`config.mk`:
```
export PLATFORM = sky130hd
export DESIGN_NAME = pwm_prescaler_period_duty_calc_core_flat
export DESIGN_NICKNAME = d
export VERILOG_FILES = /design/src/pwmpdc_pkg.sv /design/src/pwmpdc_if.sv /design/src/pwm_prescaler_period_duty_calc_core.sv /design/src/flat_wrapper.sv
export SDC_FILE = /design/constraint.sdc
export NUM_CORES = 2
export LEC_CHECK = 0
export ABC_CLOCK_PERIOD_IN_PS = 17400
export BUFFER_PORTS_ARGS = -buffer_cell sky130_fd_sc_hd__buf_2
export CORE_MARGIN = 2
export CORE_UTILIZATION = 55
export DETAILED_ROUTE_END_ITERATION = 7
export MAX_ROUTING_LAYER = met4
export PLACE_DENSITY = 0.68
export REMOVE_ABC_BUFFERS = 1
export SKIP_CTS_REPAIR_TIMING = 1
export SYNTH_ARGS = -nofsm -noshare
export SYNTH_HDL_FRONTEND = slang
export SYNTH_SLANG_ARGS = --single-unit
```
`constraint.sdc`:
```
create_clock -name clk -period 17.4 [get_ports clk]
set_input_delay 1.74 -clock clk [delete_from_list [all_inputs] [get_ports clk]]
set_output_delay 1.74 -clock clk [all_outputs]
set_load 0.005 [all_outputs]
```
`src/pwmpdc_pkg.sv`:
```
// ----------------------------------------------------------------------------
// pwmpdc_pkg
// Shared widths, constants and pipeline stage types for the PWM prescaler,
// period and duty calculator.
// ----------------------------------------------------------------------------
package pwmpdc_pkg;

  localparam int NUM_PRESCALERS   = 8;
  localparam int MAX_COUNTER_BITS = 24;

  localparam int CLK_W   = 27;
  localparam int FREQ_W  = 16;
  localparam int DUTY_W  = 16;
  localparam int BITS_W  = 5;
  localparam int IDX_W   = 3;
  localparam int TOP_W   = 24;
  localparam int SHIFT_W = 4;
  localparam int PROD_W  = DUTY_W + TOP_W + 1;
  localparam int CMP_W   = (MAX_COUNTER_BITS > CLK_W) ? MAX_COUNTER_BITS : CLK_W;

  // one quotient bit per divider stage
  localparam int DIV_STEPS = CLK_W;

  localparam logic [CLK_W-1:0]  CLOCK_RESET = CLK_W'(60000000);
  localparam logic [TOP_W-1:0]  TOP_MAX     = {TOP_W{1'b1}};
  localparam logic [DUTY_W-1:0] DUTY_HALF   = {1'b1, {(DUTY_W-1){1'b0}}};

  // prescaler divide 1,2,4,8,16,64,256,1024 as right shifts
  localparam logic [SHIFT_W-1:0] PRESC_SHIFT [0:7] = '{
    4'd0, 4'd1, 4'd2, 4'd3, 4'd4, 4'd6, 4'd8, 4'd10
  };

  typedef struct packed {
    logic [IDX_W-1:0]  idx;
    logic              found;
    logic [BITS_W-1:0] bits;
    logic              force_full;
    logic              disabled;
    logic [FREQ_W-1:0] freq;
    logic [DUTY_W-1:0] duty;
    logic [FREQ_W-1:0] rem;
    logic [CLK_W-1:0]  dq;      // dividend shifts out, quotient shifts in
  } div_stage_t;

  typedef struct packed {
    logic [IDX_W-1:0]  idx;
    logic              found;
    logic              disabled;
    logic [DUTY_W-1:0] duty;
    logic [TOP_W-1:0]  top;
    logic [TOP_W:0]    top_p1;
  } top_stage_t;

  typedef struct packed {
    logic [IDX_W-1:0]  idx;
    logic              found;
    logic              disabled;
    logic [TOP_W-1:0]  top;
    logic [PROD_W-1:0] prod;
  } mul_stage_t;

endpackage

```
`src/pwmpdc_if.sv`:
```
// ----------------------------------------------------------------------------
// pwmpdc channel interfaces
// Valid/ready channels for request words and result words.
// ----------------------------------------------------------------------------
interface pwmpdc_in_if;
  logic        valid;
  logic        ready;
  logic [15:0] freq_hz;
  logic [15:0] duty;
  logic [4:0]  counter_bits;
  logic        full_top;

  modport source (output valid, output freq_hz, output duty, output counter_bits,
                  output full_top, input ready);
  modport sink   (input valid, input freq_hz, input duty, input counter_bits,
                  input full_top, output ready);
endinterface

interface pwmpdc_out_if;
  logic        valid;
  logic        ready;
  logic [2:0]  prescaler_index;
  logic [23:0] period_top;
  logic [23:0] compare_value;
  logic        out_of_range;
  logic        disabled;

  modport source (output valid, output prescaler_index, output period_top,
                  output compare_value, output out_of_range, output disabled,
                  input ready);
  modport sink   (input valid, input prescaler_index, input period_top,
                  input compare_value, input out_of_range, input disabled,
                  output ready);
endinterface

```
`src/pwm_prescaler_period_duty_calc_core.sv`:
```
// ----------------------------------------------------------------------------
// pwm_prescaler_period_duty_calc_core
// Prescaler pick, period top by pipelined restoring division, and compare
// value by multiply with round-half-even, one request word per cycle unless a full pipe sits behind a stalled output.
// ----------------------------------------------------------------------------
// Pipeline from input accept to out valid: 1 prescaler select stage,
//   27 divider stages at one quotient bit each, top, multiply, round/output.
// Throughput: one word per cycle; every stage advances on its own, so bubbles
//   are squeezed out and only a full pipe behind a stalled output holds input.
// Reset (rst_n low, synchronous): all valid bits clear, clock_hz = 60000000.
module pwm_prescaler_period_duty_calc_core (
  input  logic                        clk,
  input  logic                        rst_n,
  input  logic                        cfg_wr_en,
  input  logic [pwmpdc_pkg::CLK_W-1:0] cfg_wr_data,
  pwmpdc_in_if.sink                   in_ch,
  pwmpdc_out_if.source                out_ch
);
  import pwmpdc_pkg::*;

  logic [CLK_W-1:0] clock_hz_r;

  div_stage_t div_r     [0:DIV_STEPS];
  div_stage_t div_nxt   [0:DIV_STEPS];
  logic       div_v_r   [0:DIV_STEPS];
  logic       div_rdy   [0:DIV_STEPS];

  top_stage_t tp_r, tp_nxt;
  logic       tp_v_r, tp_rdy;
  mul_stage_t mp_r, mp_nxt;
  logic       mp_v_r, mp_rdy;

  logic [IDX_W-1:0] o_idx_r, o_idx_nxt;
  logic [TOP_W-1:0] o_top_r, o_top_nxt;
  logic [TOP_W-1:0] o_cmp_r, o_cmp_nxt;
  logic             o_oor_r, o_oor_nxt;
  logic             o_dis_r, o_dis_nxt;
  logic             o_v_r, o_rdy;

  // configuration register
  always_ff @(posedge clk) begin
    if (!rst_n) begin
      clock_hz_r <= CLOCK_RESET;
    end else if (cfg_wr_en) begin
      clock_hz_r <= cfg_wr_data;
    end
  end

  // ready chain: a stage loads when empty or when its successor moves on
  assign o_rdy  = !o_v_r  || out_ch.ready;
  assign mp_rdy = !mp_v_r || o_rdy;
  assign tp_rdy = !tp_v_r || mp_rdy;
  assign div_rdy[DIV_STEPS] = !div_v_r[DIV_STEPS] || tp_rdy;
  for (genvar k = 0; k < DIV_STEPS; k++) begin : g_rdy
    assign div_rdy[k] = !div_v_r[k] || div_rdy[k+1];
  end
  assign in_ch.ready = div_rdy[0];

  // stage 0: saturate counter width, find first prescaler that fits
  always_comb begin
    logic [BITS_W-1:0]  bits_sat;
    logic [SHIFT_W+1:0] tot_sh;
    logic [CLK_W-1:0]   reach;
    logic [IDX_W-1:0]   sel;
    logic               fit;
    bits_sat = (int'(in_ch.counter_bits) > MAX_COUNTER_BITS) ?
               BITS_W'(MAX_COUNTER_BITS) : in_ch.counter_bits;
    sel = IDX_W'(NUM_PRESCALERS - 1);
    fit = 1'b0;
    // walk from the largest down so the smallest fitting one wins
    for (int i = NUM_PRESCALERS - 1; i >= 0; i--) begin
      tot_sh = (SHIFT_W+2)'(PRESC_SHIFT[i]) + (SHIFT_W+2)'(bits_sat);
      reach  = clock_hz_r >> tot_sh;
      if (reach <= CLK_W'(in_ch.freq_hz)) begin
        sel = IDX_W'(i);
        fit = 1'b1;
      end
    end
    div_nxt[0].idx        = sel;
    div_nxt[0].found      = fit;
    div_nxt[0].bits       = bits_sat;
    div_nxt[0].force_full = in_ch.full_top;
    div_nxt[0].disabled   = (in_ch.freq_hz == '0);
    div_nxt[0].freq       = in_ch.freq_hz;
    div_nxt[0].duty       = in_ch.duty;
    div_nxt[0].rem        = '0;
    div_nxt[0].dq         = clock_hz_r >> PRESC_SHIFT[sel];
  end

  // divider: one restoring step per stage
  for (genvar k = 1; k <= DIV_STEPS; k++) begin : g_div
    always_comb begin
      logic [FREQ_W:0] rem_sh;
      logic [FREQ_W:0] diff;
      logic            ge;
      rem_sh = {div_r[k-1].rem, div_r[k-1].dq[CLK_W-1]};
      diff   = rem_sh - {1'b0, div_r[k-1].freq};
      ge     = (rem_sh >= {1'b0, div_r[k-1].freq});
      div_nxt[k]     = div_r[k-1];
      div_nxt[k].rem = ge ? diff[FREQ_W-1:0] : rem_sh[FREQ_W-1:0];
      div_nxt[k].dq  = {div_r[k-1].dq[CLK_W-2:0], ge};
    end
  end

  for (genvar k = 0; k <= DIV_STEPS; k++) begin : g_div_reg
    always_ff @(posedge clk) begin
      if (!rst_n) begin
        div_v_r[k] <= 1'b0;
      end else if (div_rdy[k]) begin
        div_v_r[k] <= (k == 0) ? in_ch.valid : div_v_r[(k == 0) ? 0 : k-1];
      end
    end
    always_ff @(posedge clk) begin
      if (div_rdy[k]) begin
        div_r[k] <= div_nxt[k];
      end
    end
  end

  // top: quotient - 1 (0 stays 0), clamp to counter and field range; counter max on no fit or full_top
  always_comb begin
    logic [MAX_COUNTER_BITS:0]   lim_w;
    logic [MAX_COUNTER_BITS-1:0] lim;
    logic [CMP_W-1:0]            q_ext;
    logic [CMP_W-1:0]            qm1;
    logic [CMP_W-1:0]            sel_top;
    lim_w = ({{MAX_COUNTER_BITS{1'b0}}, 1'b1} << div_r[DIV_STEPS].bits)
            - {{MAX_COUNTER_BITS{1'b0}}, 1'b1};
    lim   = lim_w[MAX_COUNTER_BITS-1:0];
    q_ext = CMP_W'(div_r[DIV_STEPS].dq);
    qm1   = (q_ext == '0) ? '0 : q_ext - CMP_W'(1);
    if (!div_r[DIV_STEPS].found || div_r[DIV_STEPS].force_full ||
        qm1 > CMP_W'(lim)) begin
      sel_top = CMP_W'(lim);
    end else begin
      sel_top = qm1;
    end
    tp_nxt.idx      = div_r[DIV_STEPS].idx;
    tp_nxt.found    = div_r[DIV_STEPS].found;
    tp_nxt.disabled = div_r[DIV_STEPS].disabled;
    tp_nxt.duty     = div_r[DIV_STEPS].duty;
    tp_nxt.top      = (sel_top > CMP_W'(TOP_MAX)) ? TOP_MAX : sel_top[TOP_W-1:0];
    tp_nxt.top_p1   = {1'b0, tp_nxt.top} + (TOP_W+1)'(1);
  end

  always_ff @(posedge clk) begin
    if (!rst_n) begin
      tp_v_r <= 1'b0;
    end else if (tp_rdy) begin
      tp_v_r <= div_v_r[DIV_STEPS];
    end
  end
  always_ff @(posedge clk) begin
    if (tp_rdy) begin
      tp_r <= tp_nxt;
    end
  end

  // multiply duty by period length
  always_comb begin
    mp_nxt.idx      = tp_r.idx;
    mp_nxt.found    = tp_r.found;
    mp_nxt.disabled = tp_r.disabled;
    mp_nxt.top      = tp_r.top;
    mp_nxt.prod     = PROD_W'(tp_r.duty) * PROD_W'(tp_r.top_p1);
  end

  always_ff @(posedge clk) begin
    if (!rst_n) begin
      mp_v_r <= 1'b0;
    end else if (mp_rdy) begin
      mp_v_r <= tp_v_r;
    end
  end
  always_ff @(posedge clk) begin
    if (mp_rdy) begin
      mp_r <= mp_nxt;
    end
  end

  // round half to even, saturate to top; zero frequency clears index, top, compare and out-of-range
  always_comb begin
    logic [TOP_W:0]    q;
    logic [DUTY_W-1:0] r;
    logic              inc;
    logic [TOP_W:0]    qr;
    q   = mp_r.prod[PROD_W-1:DUTY_W];
    r   = mp_r.prod[DUTY_W-1:0];
    inc = (r > DUTY_HALF) || ((r == DUTY_HALF) && q[0]);
    qr  = q + (TOP_W+1)'(inc);
    if (mp_r.disabled) begin
      o_idx_nxt = '0;
      o_top_nxt = '0;
      o_cmp_nxt = '0;
      o_oor_nxt = 1'b0;
    end else begin
      o_idx_nxt = mp_r.idx;
      o_top_nxt = mp_r.top;
      o_cmp_nxt = (qr > {1'b0, mp_r.top}) ? mp_r.top : qr[TOP_W-1:0];
      o_oor_nxt = !mp_r.found;
    end
    o_dis_nxt = mp_r.disabled;
  end

  always_ff @(posedge clk) begin
    if (!rst_n) begin
      o_v_r <= 1'b0;
    end else if (o_rdy) begin
      o_v_r <= mp_v_r;
    end
  end
  always_ff @(posedge clk) begin
    if (o_rdy) begin
      o_idx_r <= o_idx_nxt;
      o_top_r <= o_top_nxt;
      o_cmp_r <= o_cmp_nxt;
      o_oor_r <= o_oor_nxt;
      o_dis_r <= o_dis_nxt;
    end
  end

  assign out_ch.valid           = o_v_r;
  assign out_ch.prescaler_index = o_idx_r;
  assign out_ch.period_top      = o_top_r;
  assign out_ch.compare_value   = o_cmp_r;
  assign out_ch.out_of_range    = o_oor_r;
  assign out_ch.disabled        = o_dis_r;

`ifndef SYNTHESIS
  // input only blocks when the output word is held back
  a_stall_only_backpressure: assert property (@(posedge clk) disable iff (!rst_n)
    !in_ch.ready |-> (out_ch.valid && !out_ch.ready))
    else $error("input stalled without output backpressure");

  a_cmp_le_top: assert property (@(posedge clk) disable iff (!rst_n)
    out_ch.valid |-> (out_ch.compare_value <= out_ch.period_top))
    else $error("compare value above period top");

  a_disabled_zero: assert property (@(posedge clk) disable iff (!rst_n)
    (out_ch.valid && out_ch.disabled) |->
      (out_ch.period_top == '0 && out_ch.compare_value == '0 &&
       out_ch.prescaler_index == '0 && !out_ch.out_of_range))
    else $error("disabled word carries nonzero fields");

  a_fallback_last: assert property (@(posedge clk) disable iff (!rst_n)
    (out_ch.valid && out_ch.out_of_range) |->
      (out_ch.prescaler_index == IDX_W'(NUM_PRESCALERS - 1)))
    else $error("fallback did not use the last prescaler");
`endif

endmodule
```
`src/flat_wrapper.sv`:
```
// flat-port wrapper written by rule: the top's interface ports become plain ports
module pwm_prescaler_period_duty_calc_core_flat import pwmpdc_pkg::*;
  (clk, rst_n, cfg_wr_en, cfg_wr_data, in_ch_valid, in_ch_freq_hz, in_ch_duty, in_ch_counter_bits, in_ch_full_top, in_ch_ready, out_ch_valid, out_ch_prescaler_index, out_ch_period_top, out_ch_compare_value, out_ch_out_of_range, out_ch_disabled, out_ch_ready);
  pwmpdc_in_if in_ch_i ();
  pwmpdc_out_if out_ch_i ();
  input  logic clk;
  input  logic rst_n;
  input  logic cfg_wr_en;
  input  logic [pwmpdc_pkg::CLK_W-1:0] cfg_wr_data;
  input wire logic [$bits(in_ch_i.valid)-1:0] in_ch_valid;
  input wire logic [$bits(in_ch_i.freq_hz)-1:0] in_ch_freq_hz;
  input wire logic [$bits(in_ch_i.duty)-1:0] in_ch_duty;
  input wire logic [$bits(in_ch_i.counter_bits)-1:0] in_ch_counter_bits;
  input wire logic [$bits(in_ch_i.full_top)-1:0] in_ch_full_top;
  output wire logic [$bits(in_ch_i.ready)-1:0] in_ch_ready;
  output wire logic [$bits(out_ch_i.valid)-1:0] out_ch_valid;
  output wire logic [$bits(out_ch_i.prescaler_index)-1:0] out_ch_prescaler_index;
  output wire logic [$bits(out_ch_i.period_top)-1:0] out_ch_period_top;
  output wire logic [$bits(out_ch_i.compare_value)-1:0] out_ch_compare_value;
  output wire logic [$bits(out_ch_i.out_of_range)-1:0] out_ch_out_of_range;
  output wire logic [$bits(out_ch_i.disabled)-1:0] out_ch_disabled;
  input wire logic [$bits(out_ch_i.ready)-1:0] out_ch_ready;
  assign in_ch_i.valid = in_ch_valid;
  assign in_ch_i.freq_hz = in_ch_freq_hz;
  assign in_ch_i.duty = in_ch_duty;
  assign in_ch_i.counter_bits = in_ch_counter_bits;
  assign in_ch_i.full_top = in_ch_full_top;
  assign in_ch_ready = in_ch_i.ready;
  assign out_ch_valid = out_ch_i.valid;
  assign out_ch_prescaler_index = out_ch_i.prescaler_index;
  assign out_ch_period_top = out_ch_i.period_top;
  assign out_ch_compare_value = out_ch_i.compare_value;
  assign out_ch_out_of_range = out_ch_i.out_of_range;
  assign out_ch_disabled = out_ch_i.disabled;
  assign out_ch_i.ready = out_ch_ready;
  pwm_prescaler_period_duty_calc_core u_core (.clk(clk), .rst_n(rst_n), .cfg_wr_en(cfg_wr_en), .cfg_wr_data(cfg_wr_data), .in_ch(in_ch_i), .out_ch(out_ch_i));
endmodule
```
==> qor.txt <==
status - finished clean
DRT iter0 DRCs - 4,556
R2R setup slack - 9220 ps
top post-synthesis cells by area - edfxtp_1, ha_1, fa_1, inv_1, nand2_1
commonest non-fill, non-tap cell in the layout - edfxtp_1
clock skew - 78.4 ps
Die Area - 232,000 um2
crit-path cells - buf_2 > nor2b_1 > inv_2 > nor2_1 > and3_1 > and3_1 > clkinv_2 > buf_4 > nor2_1 > and3_1 > clkinv_2 > nor2_1 > clkinv_2 > nor2_1 > buf_4 > nand3_4 > buf_2
Gate power share - 0.480
Mapped Area - 126,000 um2
Worst R2R Path Depth - 22
core box area - 227,000 um2
fin crit share - 0.577
final count of hold timing violations - 0
Top-Level Pins - 125
Fmax - 99.5 MHz
hold path startpoint - u_core.div_r[11][14]
Seq/Total Area, Yosys - 0.622
PD cells - 210 nW/um2
min Tclk post-route - 10,050 ps
VDD IR max - 657 uV
Worst-Skew Late Latency - 940 ps
Seq pwr share - 0.324
Area Overhead vs Synth - 10.4%
most common flop cell mapped by yosys - edfxtp_1
DR pass1 iterations - 8
Reg-to-Reg Start - u_core.div_r[27][2]
Post-Route Setup TNS - 0 ps
Worst-Margin Slew - 1280 ps
fin nets - 10,679
input/output buffers - 124
via count - 71,500
Reg clk slew, reported paths - 60 ps
worst reg2reg path endpoint - u_core.tp_r[18]
Int Power - 18.4 mW
final setup fails - 0
max capacitance violation total - 0
Total Power - 29.1 mW
effective utilization at floorplan - 0.553
Yosys reg bits - 2,611
commonest non-fill, non-tap cells in the layout - edfxtp_1, inv_1, ha_1, nand2_1, nor2_1
Routed WL per cell - 19.7 um
Final Routed Wirelength - 252,000 um
EDFF count, synth - 2,580
ANT nets after route - 0
top cell type's share of synthesized area - 0.617
DRC - 0
Synth Area per Inst - 13.5 um2
crit path max fanout - 54
RePlAce Congestion - 0.921
maximum number of pins on one net before global-route repair - 72
Sw Share - 0.367
sw power - 10.7 mW
Hold Crit Class - flip-flop to flip-flop
crit start category - input port
slowest stage delay, CP - 770 ps
critical path arrival - 8310 ps
RSZ-0062 raised after global routing - false
clock sinks - 2,611
Pins Over Slew Limit - 0
drt via density - 5.60
Global Route Usage Sum - 0.224
H-tree level count - 5
Rel. slew slack - 0.150
Netlist cell types - 110
P_leak - 58.1 nW
highest-delay cell along the critical path - nor2_1
share of cells above drive strength 1 - 0.0922
CP Capture Type - primary output
first-pass GRT wire length - 396,000 um
Clk pwr share - 0.196
vias in the first global route - 71,773
root buf cell - clkbuf_16
Crit path top cell by count - nor2_1
initial antenna violation count - 1
Synth Warn # - 0
Data required, critical path - 15,660 ps
TritonCTS clock tree - yes
Core Rows - 175
die width - 482 um
CP Capture Point - in_ch_ready
total grt overflow - 0
Die Y-Extent - 482 um
Max clock buf depth - 4
Cells after Synth - 9,284
biggest area consumer among synthesized cells - edfxtp_1
WS Path Type - input port to primary output
ys async rst share - 0
CTS buffer count - 284
dpl hpwl - 181,000 um
CP startpoint - out_ch_ready
[worst max-delay path: cells and delay by family]
family / cells / cell delay, ps
buffers and inverters: 8 / 2610
and+or+nand+nor: 9 / 3860
[cells by family after synthesis]
| group | share of synthesized area |
|---|---|
| DFF | 0.622 |
| and+or+nand+nor | 0.0898 |
| AOI/OAI and AO/OA | 0.0686 |
| buffers and inverters | 0.0389 |
| adders and majority gates | 0.126 |
| muxes | 0.0316 |
| xor gates and xnor gates | 0.0234 |
[Yosys cell counts (all sizes together) (9+ instances only)]
cell     number
a2111oi      11
a211oi       79
a21boi       77
a21o         75
a21oi       445
a31o         24
a31oi        52
a41o         10
a41oi        10
and2        163
and3         91
and4          9
buf          33
clkbuf      173
dfxtp        31
edfxtp     2580
fa          345
ha          713
inv        1064
mux2        209
mux2i       146
nand2       664
nand2b       65
nand3       157
nand4       153
nand4b       11
nor2        509
nor2b       139
nor3        149
nor4         64
o2111ai      25
o211ai       19
o21a         97
o21ai       274
o22ai        14
o31a         12
o31ai        33
o41ai        20
or2          26
or3          52
or4          23
xnor2       252
xor2         83
[worst min-delay path by stage]
stage                                      end  slack, ps  depth (start not counted)
after floorplan           u_core.div_r[10][10]        400                          0
after global placement    u_core.div_r[27][44]        400                          0
after detailed placement  u_core.div_r[10][19]        400                          0
after CTS                 u_core.div_r[12][15]        370                          0
after global routing        u_core.div_r[6][6]        380                          0
final                     u_core.div_r[12][15]        370                          0
[final cells by class]
cell class                      instances  area (um2)
Clock buffer                          359        7550
Tap cell                             3009        3760
Timing Repair Buffer                  187        1090
Antenna cell                            4        10.0
Multi-Input combinational cell       5401       42900
Fill cell                           17266       88600
Inverter                             1066        4020
Sequential cell                      2611       78100
Clock inverter                        123        1260
[metrics by stage]
| step | std cells | worst slack, ps | instance area [um2] | utilization | hold WS, ps |
|---|---|---|---|---|---|
| after global placement | 12274 | 7520 | 130000 | 0.571 | 400 |
| after CTS | 12756 | 7270 | 139000 | 0.610 | 373 |
| after detailed placement | 12274 | 7300 | 130000 | 0.571 | 405 |
| after global routing | 12758 | 6830 | 139000 | 0.610 | 378 |
| final | 12760 | 7350 | 139000 | 0.610 | 370 |
| after floorplan | 9078 | 3640 | 125000 | - | 400 |
[registers in the layout, summed over array words and instances (netlist names)]
signal	flops
u_core.div_r	2360
u_core.mp_r	69
u_core.tp_r	41
u_core.mp_nxt	29
u_core.div_v_r	28
u_core.clock_hz_r	27
u_core.out_ch.compare_value	24
u_core.out_ch.period_top	24
u_core.out_ch.prescaler_index	3
u_core.mp_v_r	1
u_core.o_dis_nxt	1
u_core.out_ch.disabled	1
u_core.out_ch.out_of_range	1
u_core.out_ch.valid	1
u_core.tp_v_r	1
[per-layer routing]
| metal | vias up | share of wire | routed length, um | track usage |
|---|---|---|---|---|
| li1 | 34165 | - | - | - |
| met1 | 35123 | 0.42 | 105000 | 0.276 |
| met2 | 1693 | 0.51 | 128000 | 0.387 |
| met3 | 519 | 0.040 | 9970 | 0.0262 |
| met4 | 0 | 0.033 | 8330 | 0.0748 |
| met5 | - | 0 | 0 | - |
[power groups by stage]
stage	sequential (mW)	combinational, mW	clock (mW)
floorplan	9.23	10.7	0
global placement	9.53	13.6	0
detailed placement	9.56	13.9	0
CTS	9.44	14.0	5.85
global route	9.53	15.8	6.09
finish	9.43	14.0	5.69
Power figures use the tool's default switching activity.
